==> config.mk <==
export PLATFORM = sky130hd
export DESIGN_NAME = ascii_can_frame_parser_unit_flat
export DESIGN_NICKNAME = d
export VERILOG_FILES = /design/src/rtl/core/acfp_pkg.sv /design/src/rtl/core/acfp_ifs.sv /design/src/rtl/core/acfp_in_stage.sv /design/src/rtl/core/acfp_line_state.sv /design/src/rtl/core/acfp_res_reg.sv /design/src/rtl/core/ascii_can_frame_parser_unit.sv /design/src/flat_wrapper.sv
export VERILOG_INCLUDE_DIRS = /design/src /design/src/rtl/core
export SDC_FILE = /design/constraint.sdc
export NUM_CORES = 1
export LEC_CHECK = 0
export BUFFER_PORTS_ARGS = -buffer_cell sky130_fd_sc_hd__buf_2
export CELL_PAD_IN_SITES_DETAIL_PLACEMENT = 1
export CELL_PAD_IN_SITES_GLOBAL_PLACEMENT = 2
export CORE_UTILIZATION = 25
export DETAILED_ROUTE_END_ITERATION = 12
export PLACE_DENSITY = 0.65
export SLEW_MARGIN = 10
export SYNTH_ARGS = -nofsm -noshare
export SYNTH_HDL_FRONTEND = slang
export SYNTH_SLANG_ARGS = --single-unit
==> constraint.sdc <==
create_clock -name clk_i -period 6 [get_ports clk_i]
set_input_delay 0.9 -clock clk_i [delete_from_list [all_inputs] [get_ports clk_i]]
set_output_delay 0.9 -clock clk_i [all_outputs]
set_load 0.01 [all_outputs]
==> src/rtl/core/assert_macros.svh <==
// Assertion macros used by the parser top level.
`ifndef ASSERT_MACROS_SVH
`define ASSERT_MACROS_SVH

// Clocked check, disabled while the active-low reset is asserted.
`define ACFP_ASSERT(lbl, clk, rst_n, prop, msg) \
  lbl: assert property (@(posedge clk) disable iff (!rst_n) prop) else $error(msg);

// Clocked check that also holds during reset.
`define ACFP_ASSERT_ALWAYS(lbl, clk, prop, msg) \
  lbl: assert property (@(posedge clk) prop) else $error(msg);

`endif

==> src/rtl/core/acfp_pkg.sv <==
// Shared types, constants and helpers of the ASCII CAN frame parser.
package acfp_pkg;

  // Line buffer capacity in characters (27..256).
  localparam int LineCapacity = 32;
  localparam logic [7:0] CountMax = 8'(LineCapacity - 1);

  localparam logic [7:0] ChCr    = 8'h0D;
  localparam logic [7:0] ChStd   = 8'h74;  // 't'
  localparam logic [7:0] ChExt   = 8'h54;  // 'T'
  localparam logic [7:0] MinLine = 8'd5;
  localparam logic [3:0] MaxDlc  = 4'd8;
  localparam logic [7:0] IdLenStd = 8'd3;
  localparam logic [7:0] IdLenExt = 8'd8;

  typedef enum logic [1:0] {
    KindNone  = 2'd0,
    KindStd   = 2'd1,
    KindExt   = 2'd2,
    KindOther = 2'd3
  } kind_e;

  typedef enum logic [2:0] {
    StOk      = 3'd0,
    StShort   = 3'd1,
    StBadType = 3'd2,
    StBadId   = 3'd3,
    StBadDlc  = 3'd4,
    StDlcOver = 3'd5,
    StLength  = 3'd6,
    StBadData = 3'd7
  } status_e;

  // Input byte held in the input register.
  typedef struct packed {
    logic       vld;
    logic [7:0] chr;
  } stage_t;

  // One parsed line result.
  typedef struct packed {
    status_e     status;
    logic        extended;
    logic [31:0] ident;
    logic [3:0]  length_code;
    logic [63:0] payload;
  } res_t;

  typedef struct packed {
    logic       ok;
    logic [3:0] nib;
  } hex_t;

  // Strict hex digit decode: 0-9, A-F, a-f only.
  function automatic hex_t hex_decode(logic [7:0] c);
    hex_t h;
    h.ok  = 1'b1;
    h.nib = 4'd0;
    if (c inside {[8'h30:8'h39]}) begin
      h.nib = c[3:0];
    end else if (c inside {[8'h41:8'h46], [8'h61:8'h66]}) begin
      h.nib = c[3:0] + 4'd9;
    end else begin
      h.ok = 1'b0;
    end
    return h;
  endfunction

endpackage

==> src/rtl/core/acfp_ifs.sv <==
// Valid/ready channel interfaces for received bytes and parse results.
interface acfp_rx_if;
  logic       valid;
  logic       ready;
  logic [7:0] rx_byte;

  modport source (output valid, output rx_byte, input ready);
  modport sink (input valid, input rx_byte, output ready);
endinterface

interface acfp_res_if;
  logic        valid;
  logic        ready;
  logic [2:0]  status;
  logic        extended;
  logic [31:0] ident;
  logic [3:0]  length_code;
  logic [63:0] payload;

  modport source (output valid, output status, output extended, output ident,
                  output length_code, output payload, input ready);
  modport sink (input valid, input status, input extended, input ident,
                input length_code, input payload, output ready);
endinterface

==> src/rtl/core/acfp_in_stage.sv <==
// Input register: captures one received byte per request.
module acfp_in_stage (
  input  logic                clk_i,
  input  logic                rst_ni,
  acfp_rx_if.sink             rx_i,
  input  logic                adv_i,
  output acfp_pkg::stage_t    stg_o
);

  logic       vld_q, vld_d;
  logic [7:0] chr_q;
  logic       take;

  // Refill whenever empty or the held byte moves on this cycle.
  assign rx_i.ready = !vld_q || adv_i;
  assign take       = rx_i.valid && rx_i.ready;

  always_comb begin
    vld_d = vld_q;
    if (take) begin
      vld_d = 1'b1;
    end else if (adv_i) begin
      vld_d = 1'b0;
    end
  end

  always_ff @(posedge clk_i or negedge rst_ni) begin
    if (!rst_ni) begin
      vld_q <= 1'b0;
    end else begin
      vld_q <= vld_d;
    end
  end

  always_ff @(posedge clk_i) begin
    if (take) begin
      chr_q <= rx_i.rx_byte;
    end
  end

  assign stg_o.vld = vld_q;
  assign stg_o.chr = chr_q;

endmodule

==> src/rtl/core/acfp_line_state.sv <==
// Line accumulators and end-of-line status evaluation.
module acfp_line_state (
  input  logic             clk_i,
  input  logic             rst_ni,
  input  acfp_pkg::stage_t stg_i,
  input  logic             adv_i,
  output acfp_pkg::res_t   res_o
);

  logic [7:0]      count_q, count_d;
  acfp_pkg::kind_e kind_q, kind_d;
  logic [31:0]     id_q, id_d;
  logic [3:0]      dlc_q, dlc_d;
  logic [63:0]     pay_q, pay_d;
  logic            err_id_q, err_id_d;
  logic            err_dlc_q, err_dlc_d;
  logic            err_dat_q, err_dat_d;

  acfp_pkg::hex_t  hx;
  logic [7:0]      id_len;
  logic [7:0]      dq;
  logic [3:0]      nib_idx;
  logic [7:0]      exp_len;
  logic            is_cr;
  logic            framed;

  assign hx      = acfp_pkg::hex_decode(stg_i.chr);
  assign is_cr   = (stg_i.chr == acfp_pkg::ChCr);
  assign framed  = (kind_q == acfp_pkg::KindStd) || (kind_q == acfp_pkg::KindExt);
  assign id_len  = (kind_q == acfp_pkg::KindExt) ? acfp_pkg::IdLenExt : acfp_pkg::IdLenStd;
  // Payload digit position and its nibble slot (high nibble of each byte first).
  assign dq      = count_q - id_len - 8'd2;
  assign nib_idx = {dq[3:1], ~dq[0]};
  assign exp_len = id_len + 8'd2 + {3'd0, dlc_q, 1'b0};

  // Per-byte accumulator update
  always_comb begin
    count_d   = count_q;
    kind_d    = kind_q;
    id_d      = id_q;
    dlc_d     = dlc_q;
    pay_d     = pay_q;
    err_id_d  = err_id_q;
    err_dlc_d = err_dlc_q;
    err_dat_d = err_dat_q;
    if (adv_i) begin
      if (is_cr || (count_q >= acfp_pkg::CountMax)) begin
        // End of line, or overflow: restart the line.
        count_d   = 8'd0;
        kind_d    = acfp_pkg::KindNone;
        id_d      = 32'd0;
        dlc_d     = 4'd0;
        pay_d     = 64'd0;
        err_id_d  = 1'b0;
        err_dlc_d = 1'b0;
        err_dat_d = 1'b0;
      end else begin
        count_d = count_q + 8'd1;
        if (count_q == 8'd0) begin
          if (stg_i.chr == acfp_pkg::ChStd) begin
            kind_d = acfp_pkg::KindStd;
          end else if (stg_i.chr == acfp_pkg::ChExt) begin
            kind_d = acfp_pkg::KindExt;
          end else begin
            kind_d = acfp_pkg::KindOther;
          end
        end else if (framed) begin
          if (count_q <= id_len) begin
            if (hx.ok) id_d = {id_q[27:0], hx.nib};
            else       err_id_d = 1'b1;
          end else if (count_q == id_len + 8'd1) begin
            if (hx.ok) dlc_d = hx.nib;
            else       err_dlc_d = 1'b1;
          end else if (!hx.ok) begin
            err_dat_d = 1'b1;
          end else if (dq[7:4] == 4'd0) begin
            for (int i = 0; i < 16; i++) begin
              if (nib_idx == 4'(i)) pay_d[4*i +: 4] = pay_q[4*i +: 4] | hx.nib;
            end
          end
        end
      end
    end
  end

  // Status of the line held so far, first failing check wins
  always_comb begin
    res_o = '0;
    if (count_q < acfp_pkg::MinLine) begin
      res_o.status = acfp_pkg::StShort;
    end else if (!framed) begin
      res_o.status = acfp_pkg::StBadType;
    end else if (err_id_q || (count_q <= id_len)) begin
      res_o.status = acfp_pkg::StBadId;
    end else if (err_dlc_q || (count_q < id_len + 8'd2)) begin
      res_o.status = acfp_pkg::StBadDlc;
    end else if (dlc_q > acfp_pkg::MaxDlc) begin
      res_o.status = acfp_pkg::StDlcOver;
    end else if (count_q != exp_len) begin
      res_o.status = acfp_pkg::StLength;
    end else if (err_dat_q) begin
      res_o.status = acfp_pkg::StBadData;
    end else begin
      res_o.status      = acfp_pkg::StOk;
      res_o.extended    = (kind_q == acfp_pkg::KindExt);
      res_o.ident       = id_q;
      res_o.length_code = dlc_q;
      res_o.payload     = pay_q;
    end
  end

  always_ff @(posedge clk_i or negedge rst_ni) begin
    if (!rst_ni) begin
      count_q   <= 8'd0;
      kind_q    <= acfp_pkg::KindNone;
      id_q      <= 32'd0;
      dlc_q     <= 4'd0;
      pay_q     <= 64'd0;
      err_id_q  <= 1'b0;
      err_dlc_q <= 1'b0;
      err_dat_q <= 1'b0;
    end else begin
      count_q   <= count_d;
      kind_q    <= kind_d;
      id_q      <= id_d;
      dlc_q     <= dlc_d;
      pay_q     <= pay_d;
      err_id_q  <= err_id_d;
      err_dlc_q <= err_dlc_d;
      err_dat_q <= err_dat_d;
    end
  end

endmodule

==> src/rtl/core/acfp_res_reg.sv <==
// Result register driving the result channel.
module acfp_res_reg (
  input  logic           clk_i,
  input  logic           rst_ni,
  input  logic           load_i,
  input  acfp_pkg::res_t res_i,
  output logic           space_o,
  acfp_res_if.source     res_o
);

  logic           vld_q, vld_d;
  acfp_pkg::res_t res_q;

  // Free when empty or the held result is taken this cycle.
  assign space_o = !vld_q || res_o.ready;

  always_comb begin
    vld_d = vld_q;
    if (load_i) begin
      vld_d = 1'b1;
    end else if (res_o.ready) begin
      vld_d = 1'b0;
    end
  end

  always_ff @(posedge clk_i or negedge rst_ni) begin
    if (!rst_ni) begin
      vld_q <= 1'b0;
    end else begin
      vld_q <= vld_d;
    end
  end

  always_ff @(posedge clk_i) begin
    if (load_i) begin
      res_q <= res_i;
    end
  end

  assign res_o.valid       = vld_q;
  assign res_o.status      = res_q.status;
  assign res_o.extended    = res_q.extended;
  assign res_o.ident       = res_q.ident;
  assign res_o.length_code = res_q.length_code;
  assign res_o.payload     = res_q.payload;

endmodule

==> src/rtl/core/ascii_can_frame_parser_unit.sv <==
// Top level of the ASCII CAN frame parser.
//
// rx_i takes one received character per request (valid/ready). Lines are
// 't' + 3 hex id digits or 'T' + 8, one hex DLC digit, DLC hex byte pairs,
// ended by carriage return. Each carriage return produces one request on
// res_o with a status code; id, extended flag, DLC and payload are zero
// unless the status is ok. Other characters produce no result.
// A byte waits in the input register and is folded into the line accumulators
// as it leaves; a carriage return's result is then loaded into the result
// register that drives res_o.
// Throughput: one character per cycle unless a carriage return waits for a
// full result register; the accumulator update sits between the two registers.
// When res_o stalls, ordinary characters keep flowing; a carriage return
// waits in the input register until the result register is free, and rx_i
// backs up behind it.
// Reset (rst_ni, asynchronous) empties both registers and clears the line.
`include "assert_macros.svh"

module ascii_can_frame_parser_unit (
  input  logic         clk_i,
  input  logic         rst_ni,
  acfp_rx_if.sink      rx_i,
  acfp_res_if.source   res_o
);

  acfp_pkg::stage_t stg;
  acfp_pkg::res_t   line_res;
  logic             adv;
  logic             res_space;
  logic             res_load;
  logic             stg_cr;

  assign stg_cr   = (stg.chr == acfp_pkg::ChCr);
  // A held byte advances unless it is a carriage return facing a full result register.
  assign adv      = stg.vld && (!stg_cr || res_space);
  assign res_load = adv && stg_cr;

  acfp_in_stage u_in (
    .clk_i  (clk_i),
    .rst_ni (rst_ni),
    .rx_i   (rx_i),
    .adv_i  (adv),
    .stg_o  (stg)
  );

  acfp_line_state u_line (
    .clk_i  (clk_i),
    .rst_ni (rst_ni),
    .stg_i  (stg),
    .adv_i  (adv),
    .res_o  (line_res)
  );

  acfp_res_reg u_res (
    .clk_i   (clk_i),
    .rst_ni  (rst_ni),
    .load_i  (res_load),
    .res_i   (line_res),
    .space_o (res_space),
    .res_o   (res_o)
  );

  // Checks
  `ACFP_ASSERT(a_err_fields_zero, clk_i, rst_ni,
    (res_o.valid && res_o.status != acfp_pkg::StOk) |->
      (res_o.ident == 32'd0 && res_o.payload == 64'd0 &&
       res_o.length_code == 4'd0 && !res_o.extended),
    "failed line carries nonzero fields")
  `ACFP_ASSERT(a_ok_dlc_range, clk_i, rst_ni,
    (res_o.valid && res_o.status == acfp_pkg::StOk) |->
      (res_o.length_code <= acfp_pkg::MaxDlc),
    "ok result with DLC above 8")
  `ACFP_ASSERT(a_cr_held, clk_i, rst_ni,
    (stg.vld && !adv) |=> (stg.vld && $stable(stg.chr)), "stalled carriage return lost")
  `ACFP_ASSERT(a_load_shows, clk_i, rst_ni, res_load |=> res_o.valid,
    "loaded result not presented")

endmodule
==> src/flat_wrapper.sv <==
// flat-port wrapper written by rule: the top's interface ports become plain ports
module ascii_can_frame_parser_unit_flat 
  (clk_i, rst_ni, rx_i_valid, rx_i_rx_byte, rx_i_ready, res_o_valid, res_o_status, res_o_extended, res_o_ident, res_o_length_code, res_o_payload, res_o_ready);
  acfp_rx_if rx_i_i ();
  acfp_res_if res_o_i ();
  input  logic clk_i;
  input  logic rst_ni;
  input wire logic [$bits(rx_i_i.valid)-1:0] rx_i_valid;
  input wire logic [$bits(rx_i_i.rx_byte)-1:0] rx_i_rx_byte;
  output wire logic [$bits(rx_i_i.ready)-1:0] rx_i_ready;
  output wire logic [$bits(res_o_i.valid)-1:0] res_o_valid;
  output wire logic [$bits(res_o_i.status)-1:0] res_o_status;
  output wire logic [$bits(res_o_i.extended)-1:0] res_o_extended;
  output wire logic [$bits(res_o_i.ident)-1:0] res_o_ident;
  output wire logic [$bits(res_o_i.length_code)-1:0] res_o_length_code;
  output wire logic [$bits(res_o_i.payload)-1:0] res_o_payload;
  input wire logic [$bits(res_o_i.ready)-1:0] res_o_ready;
  assign rx_i_i.valid = rx_i_valid;
  assign rx_i_i.rx_byte = rx_i_rx_byte;
  assign rx_i_ready = rx_i_i.ready;
  assign res_o_valid = res_o_i.valid;
  assign res_o_status = res_o_i.status;
  assign res_o_extended = res_o_i.extended;
  assign res_o_ident = res_o_i.ident;
  assign res_o_length_code = res_o_i.length_code;
  assign res_o_payload = res_o_i.payload;
  assign res_o_i.ready = res_o_ready;
  ascii_can_frame_parser_unit u_core (.clk_i(clk_i), .rst_ni(rst_ni), .rx_i(rx_i_i), .res_o(res_o_i));
endmodule
-- Word-level counts from Yosys, hierarchy flattened
Cells that the tools add are included.
- add/subtract/negate cells: 7
- order comparisons: 11
- eq/ne operators: 26
- muxes and demuxes: 69
- bitwise logic cells: 18
- reductions and logical operators: 68
- operators by type and width (kind ; count):
    64-bit 2-to-1 mux ; 7
    32-bit 2-to-1 mux ; 5
    8-bit AND reduction ; 16
    4-bit 2-to-1 mux ; 25
    4-bit OR ; 16
    2-bit nonzero test ; 25
    4-bit equality test, second input constant ; 8
    1-bit 2-to-1 mux ; 22
    6-bit AND reduction ; 3
    4-bit by 3-bit equality test with 1-bit output, second input constant ; 4
    8-bit by 7-bit equality test with 1-bit output, second input constant ; 2
    8-bit by 7-bit greater-or-equal comparator with 1-bit output, second input constant ; 2
    8-bit by 7-bit less-or-equal comparator with 1-bit output, second input constant ; 2
    3-bit 2-to-1 mux ; 4
    2-bit 2-to-1 mux ; 5
    5-bit AND reduction ; 2
    8-bit by 1-bit adder with 8-bit output, second input constant ; 1
    8-bit by 5-bit adder with 8-bit output ; 1
    4-bit by 2-bit equality test with 1-bit output, second input constant ; 2
    8-bit by 4-bit equality test with 1-bit output, second input constant ; 1
    8-bit by 5-bit equality test with 1-bit output ; 1
    8-bit by 5-bit greater-or-equal comparator with 1-bit output, second input constant ; 1
    8-bit by 6-bit greater-or-equal comparator with 1-bit output, second input constant ; 1
    8-bit by 4-bit less-or-equal comparator with 1-bit output ; 1
    25 further kinds ; 42
- flip-flop bits (word level): 227
- input port bits: 12
- output and inout port bits: 106
- word-level logic and storage cells: 231

-- Depth between registers and ports, before layout
- depth in word-level cells: 14
- gate-level depth with buffers: 15
- mapped depth without buffers: 13

-- Modules after synthesis
From an unflattened synthesis, not the netlist that was laid out.
- cells, all modules: 767
- area, all modules: 9535.4 um2
- by module, submodules not included (module ; times used ; cells an instance ; area each (um2) ; seq. area each (um2)):
    acfp_line_state ; 1 ; 642 ; 6024.5 ; 2827.7
    acfp_res_reg ; 1 ; 107 ; 3170.5 ; 3148.0
    acfp_in_stage ; 1 ; 13 ; 301.5 ; 265.3
    ascii_can_frame_parser_unit ; 1 ; 5 ; 38.8 ; 0.0

-- Worst setup path before layout
No wires, ideal clock.
- path kind: register to register
- from: register u_core.u_in.chr_q[1]
- to: register u_core.u_res.res_q (netlist bit u_core.u_res.res_o.extended) (enable)
- setup time: 0.568 ns
- arrival: 5.815 ns
- data required time: 5.432 ns
- setup slack: -0.383 ns
- stages on the path, launching flop included: 6
- buffers on the path: 0
- clock period less this slack: 6.383 ns
- cells stage by stage: edfxtp_1 -> inv_1 -> ha_1 -> or4b_1 -> or2_1 -> nor2_1
- cells in the longest elaborated chain, start to end: 5
- ends and longest elaborated chain (item ; RTL line ; source):
    start, declared ; acfp_in_stage.sv:11 ; logic [7:0] chr_q;
    start signal, assigned ; acfp_in_stage.sv:37 ; chr_q <= rx_i.rx_byte;
    8-bit by 4-bit equality test with 1-bit output (*) ; ascii_can_frame_parser_unit.sv:33 ; assign stg_cr = (stg.chr == acfp_pkg::ChCr);
    1-bit logical NOT ; ascii_can_frame_parser_unit.sv:35 ; assign adv = stg.vld && (!stg_cr || res_space);
    1-bit logical OR ; ascii_can_frame_parser_unit.sv:35 ;
    1-bit logical AND ; ascii_can_frame_parser_unit.sv:35 ;
    1-bit logical AND (*) ; ascii_can_frame_parser_unit.sv:36 ; assign res_load = adv && stg_cr;
    via u_core.res_load ; ascii_can_frame_parser_unit.sv:30 ; logic res_load;
    end signal, assigned ; acfp_res_reg.sv:36 ; res_q <= res_i;
    end, declared ; acfp_res_reg.sv:12 ; acfp_pkg::res_t res_q;
Mark *: on every way through the listed nets, which the timed path passes. The rest lies on a longest branch.
A chain may end at the register's enable or synchronous reset.

-- Worst setup path after layout
- from: register u_core.u_line.kind_q[0]
- to: register u_core.u_line.pay_q[26]
- elaborated cells on any way between the ends: 18
- those cells by class: 3 x add/sub; 1 x order compare; 6 x eq/ne; 1 x mux; 1 x bitwise; 6 x reduce/logical
- RTL lines (item ; RTL line ; source):
    start, declared ; acfp_line_state.sv:11 ; acfp_pkg::kind_e kind_q, kind_d;
    start signal, assigned ; acfp_line_state.sv:115 ; kind_q <= acfp_pkg::KindNone;
    start signal, assigned ; acfp_line_state.sv:124 ; kind_q <= kind_d;
    2-bit equality test (*) ; acfp_line_state.sv:30 ; assign id_len = (kind_q == acfp_pkg::KindExt) ? acfp_pkg::IdLenExt : acfp_pkg::IdLenStd;
    4-bit 2-to-1 mux (*) ; acfp_line_state.sv:30 ;
    via u_core.u_line.id_len[3] ; acfp_line_state.sv:20 ; logic [7:0] id_len;
    8-bit by 4-bit subtractor with 8-bit output ; acfp_line_state.sv:32 ; assign dq = count_q - id_len - 8'd2;
    8-bit by 2-bit subtractor with 8-bit output ; acfp_line_state.sv:32 ;
    4-bit by 3-bit equality test with 1-bit output or 4-bit logical NOT (tied branches) ; acfp_line_state.sv:78, acfp_line_state.sv:76 ;
    2-bit nonzero test (no line) ; - ;
    8-bit AND reduction (no line) (*) ; - ;
    end signal, assigned ; acfp_line_state.sv:127 ; pay_q <= pay_d;
    end, declared ; acfp_line_state.sv:14 ; logic [63:0] pay_q, pay_d;
Marked as above.

==> results.md <==
- Leakage: roughly 4.8 nW
- Layout cells sized above 1: 0.184
- Slew margin rel.: 0.189
- Synth async-reset ratio: 0.507
- Net Sw Power: 0.00214 W
- Area grow syn2layout: 18.3%
- Worst Reg2Reg Path Length in Cells: 13
- CTS Buf Count: 25
- Tcrit/Tclk final: 0.665
- Initial antenna violation count: 0
- Post_cts resized: 0
- Clock sink count: roughly 230
- Routed Wire Length: 27200 um
- Vias per cell: between 4 and 5
- Final Hold Viols: 0
- Worst Path Max Fanout: 16
- Hold buffers post-CTS: 0
- First-pass GRT wire length: 43500 um
- Flop and latch count out of synthesis: about 230
- Vias in the first global route: between 7000 and 8000
- GRT Util Overall: 0.134
- Worst Setup Start Kind: register
- Yosys warns: 0
- DRC errors left: 0
- Die Y: 201 um
- Power Density: around 460 mW/mm^2
- Rows: 72
- F_max: 251 MHz
- Post-route insts no fill: 1444
- Synth top area cells: edfxtp_1 34%, dfrtp_1 29%, nor4_1 6.6%
- Die area: roughly 0.040 sq mm
- Syn Nets: 850
- HP Class: input port to asynchronous set/reset pin
- Final setup fails: 0
- RSZ-0062 raised after global routing: false
- Total negative slack: 0 ns
- Die W: between 200 and 250 um
- Input/output buffers: 117
- Sequential cell area fraction in the yosys report: 0.630
- Initial Utilization: 0.255
- Worst setup EP type: register
- Placed instance count: between 1000 and 1500
- Nets: between 900 and 1000
- Area of the multi-input gates: about 0.003 sq mm
- H-tree depth: 1
- Area fraction of the dominant cell type after synthesis: 0.340
- Setup Skew: about 0.01 ns
- Wire length per cell: ~19 um
- Crit path required time: roughly 6.4 ns
- Clk_lat worst skew: ~0.52 ns
- Clock slew at reported path FFs: about 0.060 ns
- Final core utilization: 0.302
- Clock tree root buffer cell: clkbuf_16
- Mean Syn Cell Area: around 12 sq um
- Worst EP arrival: between 4 and 5 ns
- Outcome: complete, no violations
- Least-Margin Pin Slew: between 1 and 1.5 ns
- Tot Pwr: 0.00538 W
- Sequential Power Share: 0.378
- Largest net degree at the start of global routing: a little over 100
- Routed Antenna Nets: 0
- Pint: approximately 0.0032 W
- Max-slew violation count: 0
- CTS tree: done
- VDD IR max: 0.000260 V
- Most frequent cells in the layout: 119 x inv_1, 116 x buf_2, 115 x dfrtp_1
- Total iterations of the first detailed-routing run: 4
- Grt ovf: 0
- Sw Share: 0.398
- DRT iter0 DRCs: a little under 400
- Ports: ~120
- DP HPWL: 17800 um
- Cell variety after synth: 64
- Setup Crit Path Kind: register to register
- Fill cells: 4234
- Number of synthesized flops with an enable pin: around 110
- Vias: between 6000 and 7000
- Maximum Capacitance Violations: 0
- Final min period: around 4.0 ns
- Mapped Cells: 819
- Mapped cell area: roughly 0.0099 sq mm
- Register area: 0.00624 sq mm
- Clk buf depth: 3
- Post-CTS Setup Bufs: 0
- Ant diodes: 0
- Area leader, netlist: edfxtp_1
- Core ar.: a little under 0.04 sq mm
- Clock power frac: 0.263
- Most common cell after layout, fill and taps aside: inv_1
- Post-synth top flop: dfrtp_1
- Final GP Congestion: about 0.79
- Comb power frac: 0.359
## through the flow
step | worst slack (ns) | hold WS (ns) | area (sq um)
after CTS | 1.98 | 0.406 | 11700
after floorplan | 1.36 | 0.450 | 9900
after global routing | 1.59 | 0.428 | 11700
after global placement | 2.18 | 0.472 | 11000
final | 2.01 | 0.385 | 11700
after detailed placement | 2.01 | 0.477 | 11000
## cells by family (layout without fill, tap and decap cells)
group / count (synthesis) / in the layout / synth area share
buffers and inverters: 184 / 291 / 0.0724
adder cells (fa/ha/maj): 19 / 19 / 0.0248
flip-flops: 227 / 227 / 0.630
AND/OR/NAND/NOR: 195 / 195 / 0.117
multiplexers: 5 / 5 / 0.00506
XOR/XNOR: 9 / 9 / 0.00948
AO/OA/AOI/OAI: 180 / 180 / 0.140
## area by class of cell
cell class / count / area share
multi-input combinational: 408 / 0.254
clock inverter: 11 / 0.00705
timing repair buffer: 127 / 0.0566
clock buffer: 33 / 0.0560
sequential: 227 / 0.533
tap: 518 / 0.0553
inverter: 120 / 0.0385
## metal layers
layer | global-route usage | vias up | wire length (um)
met5 | 0 | - | 0
met4 | 0.0314 | 0 | 388
met3 | 0.0224 | 27 | 1020
met2 | 0.211 | 103 | 12300
met1 | 0.191 | 3507 | 13400
li1 | - | 3278 | -
## worst paths after layout
check	endpoint	slack, ns	start
worst max-delay path	u_core.u_line.pay_q[26]$_DFFE_PN0P_	2.01	u_core.u_line.kind_q[0]$_DFFE_PN0P_
worst min-delay path	u_core.u_in.vld_q$_DFFE_PN0P_	0.38	rst_ni
worst max register to register	u_core.u_line.pay_q[26]$_DFFE_PN0P_	2.01	u_core.u_line.kind_q[0]$_DFFE_PN0P_
worst min register to register	u_core.u_line.kind_q[0]$_DFFE_PN0P_	0.49	u_core.u_line.kind_q[0]$_DFFE_PN0P_
max in group asynchronous	u_core.u_line.pay_q[61]$_DFFE_PN0P_	4.23	rst_ni
min in group clk_i	u_core.u_line.kind_q[0]$_DFFE_PN0P_	0.49	u_core.u_line.kind_q[0]$_DFFE_PN0P_
## worst max-delay path: stages (launching register included)
cell	delay, ns
dfrtp_1	0.38
inv_1	0.08
ha_1	0.32
inv_1	0.20
ha_1	0.36
inv_1	0.08
ha_1	0.16
inv_1	0.06
fa_1	0.47
a21bo_2	0.24
a22oi_1	0.14
o211a_1	0.24
nand4_1	0.61
o32ai_1	0.52
## power groups by stage
stage	logic (W)	registers, W	clock network, W
2_1_floorplan	0.00144	0.00200	0
3_3_place_gp	0.00188	0.00206	0
3_5_place_dp	0.00191	0.00207	0
4_1_cts	0.00193	0.00204	0.00145
5_1_grt	0.00215	0.00207	0.00151
6_report	0.00193	0.00203	0.00141
## registers in the layout, indices dropped and copies added, names as in the netlist
register	count
u_core.u_in.chr_q	8
u_core.u_in.vld_q	1
u_core.u_line.count_q	8
u_core.u_line.dlc_q	4
u_core.u_line.err_dat_q	1
u_core.u_line.err_dlc_q	1
u_core.u_line.err_id_q	1
u_core.u_line.id_q	32
u_core.u_line.kind_q	2
u_core.u_line.pay_q	64
u_core.u_res.res_o.extended	1
u_core.u_res.res_o.ident	32
u_core.u_res.res_o.length_code	4
u_core.u_res.res_o.payload	64
u_core.u_res.res_o.status	3
u_core.u_res.res_o.valid	1
## cell usage after synthesis, types with 4 or more instances
master,number
a22o_1,30
buf_1,5
ha_1,18
nor2_1,20
nand2b_1,5
nand4_1,5
edfxtp_1,112
o32ai_1,48
clkbuf_1,53
nand2_1,15
and3_1,7
mux2i_1,5
o2bb2ai_1,6
a21o_1,5
xnor2_1,5
nor3b_1,4
inv_1,119
nor4_1,105
a31oi_1,8
a21oi_1,24
o21ai_0,8
o22ai_1,16
nor2b_1,6
dfrtp_1,115
o21ai_1,4
and2_1,5
nand3_1,8
Note: power is estimated with default switching activity, not from simulation.
